### config.mk
export PLATFORM = sky130hd
export DESIGN_NAME = srg_regs
export DESIGN_NICKNAME = d
export VERILOG_FILES = /design/src/rtl/seeded_region_grow_top_macros.svh /design/src/rtl/srg_pkg.sv /design/src/rtl/srg_regs.sv
export SDC_FILE = /design/constraint.sdc
export NUM_CORES = 1
export LEC_CHECK = 0
export CORE_MARGIN = 4
export CORE_UTILIZATION = 65
export DETAILED_ROUTE_END_ITERATION = 12
export DONT_BUFFER_PORTS = 1
export PLACE_DENSITY = 0.89
export SKIP_LAST_GASP = 1
export SLEW_MARGIN = 20
export SYNTH_ARGS = -nofsm -noshare
export SYNTH_HDL_FRONTEND = slang
export SYNTH_SLANG_ARGS = --single-unit
### constraint.sdc
create_clock -name clk -period 1.6 [get_ports clk]
set_input_delay 0 -clock clk [delete_from_list [all_inputs] [get_ports clk]]
set_output_delay 0 -clock clk [all_outputs]
set_load 0.1 [all_outputs]
### src/rtl/seeded_region_grow_top_macros.svh
// Assertion macros used by the seeded region grow RTL.
`ifndef SEEDED_REGION_GROW_TOP_MACROS_SVH
`define SEEDED_REGION_GROW_TOP_MACROS_SVH

// Checked property, ignored while reset is asserted.
`define SRG_ASSERT(lbl, prop, msg) \
  lbl: assert property (@(posedge clk) disable iff (!rst_n) prop) else $error(msg);

// Checked property, active during reset as well.
`define SRG_ASSERT_ALWAYS(lbl, prop, msg) \
  lbl: assert property (@(posedge clk) prop) else $error(msg);

`endif

### src/rtl/srg_pkg.sv
// Shared constants, codes and command types of the seeded region grow block.
package srg_pkg;

  localparam int IMAGE_WIDTH  = 320;
  localparam int IMAGE_HEIGHT = 240;
  localparam int PIXELS       = IMAGE_WIDTH * IMAGE_HEIGHT;
  localparam int PIX_W        = $clog2(PIXELS);
  localparam int ROW_W        = 8;
  localparam int COL_W        = 9;
  localparam int GRAY_W       = 8;
  localparam int SROW_W       = $clog2(IMAGE_HEIGHT + 1);
  localparam int SCOL_W       = $clog2(IMAGE_WIDTH + 2);
  localparam int LB_AW        = $clog2(IMAGE_WIDTH);
  localparam int CFG_AW       = 3;
  localparam int CFG_DW       = 32;

  localparam logic [7:0] THR_RESET  = 8'd127;
  localparam logic [7:0] PASS_RESET = 8'd130;

  typedef enum logic [1:0] {
    CMD_LOAD = 2'd0,
    CMD_SEED = 2'd1,
    CMD_GROW = 2'd2,
    CMD_READ = 2'd3
  } cmd_code_t;

  typedef enum logic [0:0] {
    REG_THRESHOLD  = 1'b0,
    REG_PASS_COUNT = 1'b1
  } reg_index_t;

  typedef enum logic [2:0] {
    DP_NOP,
    DP_CLEAR,
    DP_LOAD,
    DP_SEED,
    DP_READ,
    DP_SCAN
  } dp_op_t;

  typedef struct packed {
    dp_op_t op;
    logic   scan_init;
    logic   res_load;
    logic   res_read;
  } dp_cmd_t;

  typedef struct packed {
    logic clear_end;
    logic pass_end;
  } dp_stat_t;

endpackage

### src/rtl/srg_regs.sv
// Configuration register file with its APB-style access port.
module srg_regs (
  input  logic                        clk,
  input  logic                        rst_n,
  input  logic                        cfg_psel,
  input  logic                        cfg_penable,
  input  logic                        cfg_pwrite,
  input  logic [srg_pkg::CFG_AW-1:0]  cfg_paddr,
  input  logic [srg_pkg::CFG_DW-1:0]  cfg_pwdata,
  output logic [srg_pkg::CFG_DW-1:0]  cfg_prdata,
  output logic                        cfg_pready,
  output logic [7:0]                  gray_threshold,
  output logic [7:0]                  pass_count
);
  import srg_pkg::*;

  logic       wr_en;
  reg_index_t idx;
  logic [7:0] thr_r;
  logic [7:0] pass_r;

  assign wr_en      = cfg_psel && cfg_penable && cfg_pwrite;
  assign idx        = reg_index_t'(cfg_paddr[2]);
  assign cfg_pready = 1'b1;

  always_ff @(posedge clk) begin
    if (!rst_n) begin
      thr_r  <= THR_RESET;
      pass_r <= PASS_RESET;
    end else if (wr_en) begin
      case (idx)
        REG_THRESHOLD:  thr_r  <= cfg_pwdata[7:0];
        REG_PASS_COUNT: pass_r <= cfg_pwdata[7:0];
        default: ;
      endcase
    end
  end

  always_comb begin
    case (idx)
      REG_THRESHOLD:  cfg_prdata = {{(CFG_DW-8){1'b0}}, thr_r};
      REG_PASS_COUNT: cfg_prdata = {{(CFG_DW-8){1'b0}}, pass_r};
      default:        cfg_prdata = '0;
    endcase
  end

  assign gray_threshold = thr_r;
  assign pass_count     = pass_r;

endmodule

# After elaboration in Yosys (flattened, before gate mapping)
# Index checks and enable logic that the tools add are counted.
# word_totals
regBits,16
in_bits,40
output_inout_bits,49
word_cells,8
# classes
mux,1
bitwise,1
reduce_logical,4
# ops
cell,count
case mux 32 bit (2 select lines),1
AND reduction 2 bit,2
logical AND 1 bit,2
inverter 1 bit,1

# Logic depth before layout (Yosys ltp)
# depth
depth_word,3
depth_mapped,4
depth_no_buf,2

# Worst setup path before layout
# No wires, ideal clock.
# synth_path
kind,reg-to-output
from,register pass_r[1] (netlist: pass_count[1])
to,output port cfg_prdata[1] (netlist bit)
arrival_time_ps,1604
required_time_ps,1600
setup_slack_ps,-4
stages_incl_launch_ff,2
n_path_buf,0
cell_sequence,dfxtp_1 > mux2_2
# synth_via
elab_chain_len,1
# synth_rtl
item,line_no,source
start: declaration,srg_regs.sv:20,logic [7:0] pass_r;
start signal: assignment,srg_regs.sv:33,REG_PASS_COUNT: pass_r <= cfg_pwdata[7:0];
case mux 32 bit (2 select lines),srg_regs.sv:40,case (idx)
end: declaration,srg_regs.sv:10,"output logic [srg_pkg::CFG_DW-1:0] cfg_prdata,"
# Every way passes these cells. The select of a mux whose other input is x is not followed.

==> out/results.txt <==
global-route wire length before repair -> 4.80 mm
die area -> 2210 um2
Slowest cell on crit path -> dlygate4sd3_1
status -> completed
CP Class -> in2reg
Post-synth top cells -> buf_4 (25), nor2b_1 (17), dfxtp_1 (16), mux2i_1 (16), nand2_1 (14)
grt ovf -> 0
initial antenna violation count -> 0
Critical Path Start Type -> input port
Leak -> 0.551 nW
CTS sink cnt -> 16
Max VDD drop -> 0.869 mV
antenna cells -> 0
Syn Inst Count -> 106
most common cell in the netlist -> buf_4
total CTS buffers -> 3
total chip power -> 1.28 mW
Critical Path RT -> 1.76 ns
Buf/Inv on CP -> 1
Via density -> 5.39
leading area contributor after synthesis -> dfxtp_1
Place WS -> 0.680 ns
dpl cells -> 137
post-synthesis sequential area ratio -> 32.4%
RSZ-0062 raised after global routing -> false
die height -> 47.0 um
port bufs -> 0
FF+latch count, synth -> 16
crit-path leading delay family -> buffers and inverters
number of synthesis warnings -> 0
Slew headroom -> 48.4%
DRC viols -> 0
Pwr Density -> 973 nW/um2
final worst setup slack -> 0.309 ns
GRT Overall Usage -> 32.4%
DR vias -> 825
worst hold slack -> 0.147 ns
clock skew -> 0 ns
Yosys cell types -> 11
CP Max Fanout -> 27
hold depth -> 2
Hold Crit Class -> in2reg
Clock Latency Late Sink -> 0.29 ns
routability cong. -> 0.659
H-tree lvl count -> 1
Post-DP HPWL -> 1.57 mm
crit-path cells -> dlygate4sd3_1 > nor2b_1 > mux2i_1
WL/cell -> 20.3 um
total wire length -> 3.11 mm
Slew Viols, Final -> 0
Post-CTS Resized -> 0
reg-to-reg slack, setup -> 0.63 ns
largest net degree at the start of global routing -> 28
Routed Antenna Nets -> 0
nets@finish -> 179
CP Data Arrival Time -> 1.46 ns
Final Non-Filler Cells -> 153
Levels on crit path -> 3
worst-margin pin slew -> 0.771 ns
CORE AREA -> 1370 um2
f_max -> 774 MHz
MaxCap Viol Count -> 0
mean area per synthesized cell -> 9.34 um2
TritonCTS clock tree -> built
FFs w/ async S/R, synth -> 0%
placed inst area -> 1160 um2
top-level I/O count -> 89
Post-synth EDFFs -> 0
Post-synth top flop -> dfxtp_1
Post-CTS Setup Bufs -> 0
Chip Width -> 47.0 um
number of global-route vias before repair -> 925
CP Capture Type -> flop
row count -> 13
Syn-to-layout area delta -> 33.1%
initial DRC count -> 15
starting density of the core -> 72.4%
layout cells sized above 1 -> 37.7%
drt first pass iters -> 4
design area -> 1320 um2
CTS max path bufs -> 2
final setup vio count -> 0
minimum clock period -> 1.29 ns
Fin. Hold Viols -> 0
Cell Area, Synth -> 990 um2
crit share post-route -> 80.7%
post-synth top area share -> 32.4%
R2R depth -> 3
Area contributors post-synth -> dfxtp_1 (32%), buf_4 (19%), mux2i_1 (16%)
clock transition at the registers of the reported paths -> 0.09 ns
Crit path largest cell delay -> 1.04 ns
Clock Root Buffer -> clkbuf_4
-- worst paths after layout --
check,start,end
max,rst_n,gray_threshold[1]
max reg2reg,pass_count[7],pass_count[7]
min reg2reg,gray_threshold[7],gray_threshold[7]
min,cfg_paddr[2],pass_count[6]
-- flip-flops by register name, indices dropped and copies added, names as in the netlist --
signal / count
pass_count: 8
gray_threshold: 8
-- stage by stage --
step / setup TNS, ns / util [%]
6_report: 0 / 96.4
5_1_grt: 0 / 96.4
4_1_cts: 0 / 97.2
3_5_place_dp: 0 / 85.0
3_3_place_gp: 0 / 85.0
2_1_floorplan: -0.00297 / -
-- worst register-to-register path, stage by stage, from the launching register on --
cell and delay [ns]:
dfxtp_2 0.34, buf_4 0.29, nor2b_1 0.10, mux2i_1 0.16
-- layout by cell type (no fill, tap or decap) --
cell            n
mux2i_1        16
mux2_2          8
dfxtp_2        15
and4_2          1
buf_12          8
nand2_1        14
clkbuf_8        1
dfxtp_1         1
conb_1         25
buf_4          16
and4b_1         1
nor2b_1        17
dlygate4sd3_1  12
clkbuf_4        3
-- where the power goes --
part	switching, mW	internal (mW)
Clock	0.134	0.139
Sequential	0.00745	0.408
Combinational	0.479	0.114
Total	0.621	0.661
-- cell families after synthesis --
logic type,count (synthesis),share of synthesized area (%)
simple gates,33,18.1
buf+inv,31,23.5
mux,24,25.3
flops,16,32.4
other cells,2,0.759
-- layout make-up --
class	instances	area, um2
multi-input combinational	82	523
timing repair buffer	36	400
sequential	16	339
fill	26	48.8
clock buffer	4	36.3
tap	15	18.8
-- timing repair --
| action | CTS | global route |
|---|---|---|
| hold buffers | 13 | 1 |
| endpoints found under the hold margin | 16 | 2 |
| endpoints found under the setup margin | 0 | 2 |
-- per-layer routing --
metal,global-route usage (%),share of wire (%),wire length (um),vias up
met5,0,0,0,-
met4,26.5,6.6,204,0
met3,13.4,12,364,20
met2,55.3,48,1500,68
met1,29.9,33,1040,379
li1,-,-,-,358
Power figures use the tool's default switching activity.
