<file path="config.mk">
export PLATFORM = sky130hd
export DESIGN_NAME = srg_ctrl
export DESIGN_NICKNAME = d
export VERILOG_FILES = /design/src/rtl/srg_pkg.sv /design/src/rtl/srg_ctrl.sv
export VERILOG_INCLUDE_DIRS = /design/src /design/src/rtl
export SDC_FILE = /design/constraint.sdc
export NUM_CORES = 1
export LEC_CHECK = 0
export BUFFER_PORTS_ARGS = -buffer_cell sky130_fd_sc_hd__buf_2
export CORE_ASPECT_RATIO = 1.1
export CORE_MARGIN = 1.5
export CORE_UTILIZATION = 50
export CTS_CLUSTER_DIAMETER = 100
export DETAILED_ROUTE_END_ITERATION = 16
export PLACE_DENSITY = 0.76
export SYNTH_ARGS = -nofsm -noshare
export SYNTH_HDL_FRONTEND = slang
export SYNTH_SLANG_ARGS = --single-unit
</file>
<file path="constraint.sdc">
create_clock -name clk -period 3.95 [get_ports clk]
set_input_delay 0 -clock clk [delete_from_list [all_inputs] [get_ports clk]]
set_output_delay 0 -clock clk [all_outputs]
set_load 0.01 [all_outputs]
</file>
<file path="src/rtl/seeded_region_grow_top_macros.svh">
// Assertion macros used by the seeded region grow RTL.
`ifndef SEEDED_REGION_GROW_TOP_MACROS_SVH
`define SEEDED_REGION_GROW_TOP_MACROS_SVH

// Checked property, ignored while reset is asserted.
`define SRG_ASSERT(lbl, prop, msg) \
  lbl: assert property (@(posedge clk) disable iff (!rst_n) prop) else $error(msg);

// Checked property, active during reset as well.
`define SRG_ASSERT_ALWAYS(lbl, prop, msg) \
  lbl: assert property (@(posedge clk) prop) else $error(msg);

`endif

</file>
<file path="src/rtl/srg_pkg.sv">
// Shared constants, codes and command types of the seeded region grow block.
package srg_pkg;

  localparam int IMAGE_WIDTH  = 320;
  localparam int IMAGE_HEIGHT = 240;
  localparam int PIXELS       = IMAGE_WIDTH * IMAGE_HEIGHT;
  localparam int PIX_W        = $clog2(PIXELS);
  localparam int ROW_W        = 8;
  localparam int COL_W        = 9;
  localparam int GRAY_W       = 8;
  localparam int SROW_W       = $clog2(IMAGE_HEIGHT + 1);
  localparam int SCOL_W       = $clog2(IMAGE_WIDTH + 2);
  localparam int LB_AW        = $clog2(IMAGE_WIDTH);
  localparam int CFG_AW       = 3;
  localparam int CFG_DW       = 32;

  localparam logic [7:0] THR_RESET  = 8'd127;
  localparam logic [7:0] PASS_RESET = 8'd130;

  typedef enum logic [1:0] {
    CMD_LOAD = 2'd0,
    CMD_SEED = 2'd1,
    CMD_GROW = 2'd2,
    CMD_READ = 2'd3
  } cmd_code_t;

  typedef enum logic [0:0] {
    REG_THRESHOLD  = 1'b0,
    REG_PASS_COUNT = 1'b1
  } reg_index_t;

  typedef enum logic [2:0] {
    DP_NOP,
    DP_CLEAR,
    DP_LOAD,
    DP_SEED,
    DP_READ,
    DP_SCAN
  } dp_op_t;

  typedef struct packed {
    dp_op_t op;
    logic   scan_init;
    logic   res_load;
    logic   res_read;
  } dp_cmd_t;

  typedef struct packed {
    logic clear_end;
    logic pass_end;
  } dp_stat_t;

endpackage

</file>
<file path="src/rtl/srg_ctrl.sv">
// Controller: request sequencing, pass counting and result handshake.
`include "seeded_region_grow_top_macros.svh"

module srg_ctrl (
  input  logic                clk,
  input  logic                rst_n,
  input  logic                in_tvalid,
  output logic                in_tready,
  input  srg_pkg::cmd_code_t  in_cmd,
  output logic                out_tvalid,
  input  logic                out_tready,
  input  logic [7:0]          pass_count,
  input  srg_pkg::dp_stat_t   stat,
  output srg_pkg::dp_cmd_t    cmd
);
  import srg_pkg::*;

  typedef enum logic [2:0] {
    ST_CLEAR,
    ST_IDLE,
    ST_READ,
    ST_GROW,
    ST_DRAIN
  } state_t;

  state_t     state_r, state_nxt;
  logic [7:0] pass_left_r, pass_left_nxt;
  logic       out_valid_r, out_valid_nxt;
  logic       accept;

  assign in_tready  = (state_r == ST_IDLE) && (!out_valid_r || out_tready);
  assign accept     = in_tvalid && in_tready;
  assign out_tvalid = out_valid_r;

  always_comb begin
    state_nxt     = state_r;
    pass_left_nxt = pass_left_r;
    cmd.op        = DP_NOP;
    cmd.scan_init = 1'b0;
    cmd.res_load  = 1'b0;
    cmd.res_read  = 1'b0;
    case (state_r)
      ST_CLEAR: begin
        cmd.op = DP_CLEAR;
        if (stat.clear_end) begin
          state_nxt = ST_IDLE;
        end
      end
      ST_IDLE: begin
        if (accept) begin
          case (in_cmd)
            CMD_LOAD: begin
              cmd.op       = DP_LOAD;
              cmd.res_load = 1'b1;
            end
            CMD_SEED: begin
              cmd.op       = DP_SEED;
              cmd.res_load = 1'b1;
            end
            CMD_GROW: begin
              cmd.scan_init = 1'b1;
              if (pass_count == 8'd0) begin
                cmd.res_load = 1'b1;
              end else begin
                pass_left_nxt = pass_count;
                state_nxt     = ST_GROW;
              end
            end
            CMD_READ: begin
              cmd.op    = DP_READ;
              state_nxt = ST_READ;
            end
            default: ;
          endcase
        end
      end
      ST_READ: begin
        cmd.res_load = 1'b1;
        cmd.res_read = 1'b1;
        state_nxt    = ST_IDLE;
      end
      ST_GROW: begin
        cmd.op = DP_SCAN;
        if (stat.pass_end) begin
          cmd.scan_init = 1'b1;
          pass_left_nxt = pass_left_r - 8'd1;
          if (pass_left_r == 8'd1) begin
            state_nxt = ST_DRAIN;
          end
        end
      end
      ST_DRAIN: begin
        cmd.res_load = 1'b1;
        state_nxt    = ST_IDLE;
      end
      default: begin
        state_nxt = ST_IDLE;
      end
    endcase
  end

  always_comb begin
    if (cmd.res_load) begin
      out_valid_nxt = 1'b1;
    end else if (out_tready) begin
      out_valid_nxt = 1'b0;
    end else begin
      out_valid_nxt = out_valid_r;
    end
  end

  always_ff @(posedge clk) begin
    if (!rst_n) begin
      state_r     <= ST_CLEAR;
      pass_left_r <= 8'd0;
      out_valid_r <= 1'b0;
    end else begin
      state_r     <= state_nxt;
      pass_left_r <= pass_left_nxt;
      out_valid_r <= out_valid_nxt;
    end
  end

  `SRG_ASSERT(a_res_slot_free, cmd.res_load |-> (!out_valid_r || out_tready), "result overwritten while still pending")
  `SRG_ASSERT(a_scan_has_pass, (cmd.op == DP_SCAN) |-> (pass_left_r != 8'd0), "scan step without a pass left")
  `SRG_ASSERT(a_last_pass_drains, ((state_r == ST_GROW) && stat.pass_end && (pass_left_r == 8'd1)) |=> (state_r == ST_DRAIN), "last pass did not drain")

endmodule
</file>
=== After elaboration in Yosys (flattened, before gate mapping) ===
Cells that the tools add are included.

* Bits in registers: 12
* Bits of input ports: 16
* Output and inout port bits: 8
* Word-level logic and storage cells: 57

* Add/sub/neg operators: 1
* Equal/unequal tests: 16
* Muxes and demuxes: 24
* Reduce and logical (&&, ||, !) cells: 13

{| class="wikitable"
|+ Operators by type and width
! cell !! count
|-
| $mux 8 || 4
|-
| $pmux 3 s3 || 3
|-
| $pmux 8 s2 || 1
|-
| $mux 3 || 5
|-
| $ne 2x2->1 const B || 5
|-
| $eq 8x1->1 const B || 1
|-
| $logic_not 8->1 || 1
|-
| $sub 8x1->8 const B || 1
|-
| $eq 3x2->1 const B || 2
|-
| $mux 1 || 6
|-
| $pmux 1 s2 || 3
|-
| $pmux 3 s2 || 1
|-
| $reduce_and 6->1 || 1
|-
| $mux 5 || 1
|-
| $reduce_and 5->1 || 1
|-
| $eq 2x2->1 const B || 2
|-
| $reduce_bool 2->1 || 2
|-
| $reduce_or 2->1 || 2
|-
| $eq 3x1->1 const B || 1
|-
| $eq 3x3->1 const B || 1
|-
| $logic_not 3->1 || 1
|-
| $ne 3x1->1 const B || 1
|-
| $ne 3x3->1 const B || 1
|-
| $eq 2x1->1 const B || 1
|-
| other kinds (5) || 6
|}

=== Depth between registers and ports, before layout ===
* Word-level depth: 7
* Depth in mapped cells: 8
* Mapped depth without buffers: 6

=== Worst setup path after synthesis ===
No wires, ideal clock.

* Path type: register to register
* Start: register state_r[1]
* End: register pass_left_r[5]
* Arrival: 1607 ps
* Data required time: 3834 ps
* Path slack: 2227 ps
* Cell stages (with the launch flop): 8
* Buffers on the path: 2
* Period minus slack after synthesis: 1723 ps
* Cell sequence: dfxtp_1 -> buf_6 -> or3b_4 -> a21o_4 -> a21oi_4 -> buf_6 -> a21oi_2 -> a31o_2

* Longest elaborated chain between the ends: 5
* Elaborated cells between the ends (all ways): 11
* Those cells by class: eq/ne: 6; mux: 1; reduce/logical: 4

{| class="wikitable"
|+ RTL lines
! element !! line !! text
|-
| from (decl) || srg_ctrl.sv:26 || <nowiki>state_t state_r, state_nxt;</nowiki>
|-
| from (signal assigned) || srg_ctrl.sv:118 || <nowiki>state_r <= state_nxt;</nowiki>
|-
| $eq 3x1->1 || srg_ctrl.sv:31, srg_ctrl.sv:42 ||
|-
| $logic_and 1x1->1 || srg_ctrl.sv:31 || <nowiki>assign in_tready = (state_r == ST_IDLE) && (!out_valid_r || out_tready);</nowiki>
|-
| $logic_and 1x1->1 || srg_ctrl.sv:32 || <nowiki>assign accept = in_tvalid && in_tready;</nowiki>
|-
| $ne 2x2->1 (no line) || -- ||
|-
| $reduce_and 5->1 (no line) || -- ||
|-
| to (signal assigned) || srg_ctrl.sv:119 || <nowiki>pass_left_r <= pass_left_nxt;</nowiki>
|-
| to (decl) || srg_ctrl.sv:27 || <nowiki>logic [7:0] pass_left_r, pass_left_nxt;</nowiki>
|}

Parallel ways exist; a longest one is shown, timed or not.
A chain may end at the register's enable or synchronous reset.

=== Worst setup path in the final report ===
* Start: register state_r[0]
* End: register pass_left_r[6]

Same word-level chain as after synthesis.

==> impl_metrics.tcl <==
set metrics [dict create \
    outcome "finished, final reports clean" \
    finalHoldViolations 0 \
    drtPass1Iterations 4 \
    synth.distinct_cells 43 \
    rsz0062_at_grt "false" \
    cts.repair.resized 0 \
    tightest_slew_ns 0.732 \
    r2r_cells 5 \
    avgSynthCellArea_um2 8.02 \
    max-slew-margin-rel_pct 51.0 \
    grt_pass1_vias 899 \
    hold_class "in2reg" \
    synth_area_leaders "dfxtp_1 (25%), nand2_1 (5.0%), a21oi_1 (4.6%), nor2_1 (4.3%), o21ai_0 (3.6%)" \
    p_leak_nw 0.449 \
    skew_ns 0.00716 \
    final_antenna_net_count 0 \
    antenna_found_initial 0 \
    timing.fmax_mhz 491 \
    crit_path_top_delay_cell "or3b_4" \
    min_period_ns 2.03 \
    grt_pass1_wl_mm 3.77 \
    hold_slack_ns 0.0670 \
    fin_crit_sh_pct 51.5 \
    root_buffer "clkbuf_4" \
    powerDensity_nw_per_um2 452 \
    worst_ir_drop_vdd_v 0.000282 \
    initial_utilization_pct 53.9 \
    cp_top_family "compound AO/OA/AOI/OAI gates" \
    gp_congestion 0.879 \
    place.port_buffers 23 \
    seq_area_frac_synth_pct 24.7 \
    critical_path_class "reg2reg" \
    area_growth_syn_to_layout_pct 12.4 \
    timing.setup.tns_ns 0 \
    wl_per_cell_um 13.9 \
    cts_num_sinks 12 \
    grt_use_total_pct 22.2 \
    path_depth 5 \
    async_flop_share_pct 0 \
    worstSetupStartpoint "state_r[0]" \
    cpPeakStageDelay_ns 0.47 \
    fill_cells 176 \
    vias_per_cell 6.28 \
    layout-drive-gt1-share_pct 29.3 \
    synth_edf_count 0 \
    crit_path_end "pass_left_r[6]" \
    final_cell_mix "buf_2 (23), nand2_1 (13), dfxtp_1 (12), nor2_1 (11), a21oi_1 (9)" \
    path_buf_inv 0 \
    die_y_um 49.2 \
    crit_chain "or3b_4, a21o_4, a21oi_4, o21ai_0, a32o_1" \
    clkSlewWorstSetupHoldPaths_ns 0.08 \
    cts_made_buffers 3 \
    clk_path_buf_depth 2 \
    htreeDepth 1 \
    synth_top_area_cell "dfxtp_1" \
    grt.overflow.total 0 \
    syn_inst 121 \
    synth-seq-cells 12 \
    dp_slack_ns 1.94 \
    fin_nets 159 \
    num_rows 16 \
    ys.flop_type "dfxtp_1" \
    yosysWarnings 0 \
    pin_count 24 \
    slew_violations 0 \
    yosys.area.top_type_share_pct 24.7 \
    clock_latency_ns 0.27 \
    path_max_fanout 13 \
    drt_wl_total_mm 2.20 \
    cap_violations 0 \
    synthesis.area_um2 971 \
    endpoint_kind "flop" \
    post-cts-setup-buffers 0 \
    drc_errors 0 \
    r2r-start "state_r[0]" \
    hpwl_mm 1.68 \
    grt_start_max_net_pins 19 \
    die_area_um2 2220 \
    synth_nets 139 \
    crit_path_start_kind "flop" \
    setup_ws_ns 1.92 \
    arrival_ns 2.21 \
    rrSetupSlack_ns 1.92 \
    cts_tree "yes" \
    r2r-end "pass_left_r[6]" \
    cts_hold_buf 0 \
    drt_iter0_drc 34 \
    die_x_um 45.0 \
    antenna_cells 0 \
    setup_viol 0 \
    core_area_um2 1800 \
    vias 993 \
    worstPathRequired_ns 4.12 \
    final_common_cell "buf_2" \
]
==> per-layer routing <==
metal | global-route usage, % | vias up | part of all wire [%]
met5 | 0 | - | 0
met4 | 6.37 | 0 | 1.3
met3 | 3.70 | 4 | 6.1
met2 | 37.1 | 35 | 49
met1 | 28.5 | 464 | 44
li1 | - | 490 | -
==> synth_stat cells, types with 2 or more instances <==
master / count
nor3_1: 6
inv_1: 6
o31ai_2: 2
nand4_1: 2
nand3_1: 4
dfxtp_1: 12
nor2_2: 2
buf_4: 2
nand2_1: 13
a21oi_1: 9
o31ai_1: 3
clkbuf_1: 3
nor2_1: 11
or4_1: 2
nor4_1: 4
nand2b_1: 3
buf_6: 2
o311a_1: 3
ha_1: 2
o21ai_0: 7
==> sequential cells by signal, indices dropped and copies added (netlist names) <==
| name | flops |
|---|---|
| out_tvalid | 1 |
| pass_left_r | 8 |
| state_r | 3 |
==> layout make-up <==
cell class | count | area, um2 | share of cell area, %
Inverter | 6 | 22.5 | 2.06
Multi-Input combinational cell | 95 | 654 | 60.0
Timing Repair Buffer | 23 | 115 | 10.6
Clock buffer | 4 | 36.3 | 3.33
Sequential cell | 12 | 240 | 22.0
Tap cell | 18 | 22.5 | 2.06
==> metrics by stage <==
step / area [um2] / util, % / power [W] / instances
final: 1090 / 60.6 / 0.000493 / 158
after global routing: 1090 / 60.6 / 0.000533 / 158
after CTS: 1090 / 60.6 / 0.000494 / 158
after detailed placement: 1050 / 58.5 / 0.000395 / 154
after global placement: 1050 / 58.5 / 0.000390 / 154
after floorplan: 971 / - / 0.000356 / 121
==> worst reg2reg max path, delay by kind of cell (launching register included) <==
kind             cells  cell delay, ns
AND/OR/NAND/NOR      1            0.47
flip-flops           1            0.46
AO/OA/AOI/OAI        4            1.00
==> where the power goes <==
group	switching [W]	internal, W	leakage [nW]
combinational	0.000125	0.000100	0.329
clock	0.0000419	0.0000560	0.0210
sequential	0.0000286	0.000141	0.0984
==> kinds of logic (layout without fill, tap and decap cells) <==
family,after synthesis,in the layout,share of synthesized area (%)
DFF,12,12,24.7
buffers and inverters,14,33,7.86
AOI/OAI and AO/OA,37,37,33.2
xor gates and xnor gates,1,1,0.902
and+or+nand+nor,54,54,29.5
muxes,1,1,1.16
adders and majority gates,2,2,2.58
==> how the worst min path moves through the flow <==
stage | from | end | depth (start not counted)
floorplan | in_cmd[1] | cmd[4] | 1
global placement | rst_n | pass_left_r[0] | 2
detailed placement | rst_n | pass_left_r[0] | 2
CTS | rst_n | pass_left_r[0] | 2
global route | rst_n | pass_left_r[0] | 2
finish | rst_n | pass_left_r[0] | 2
No activity file was read; power rests on OpenSTA's default activity.
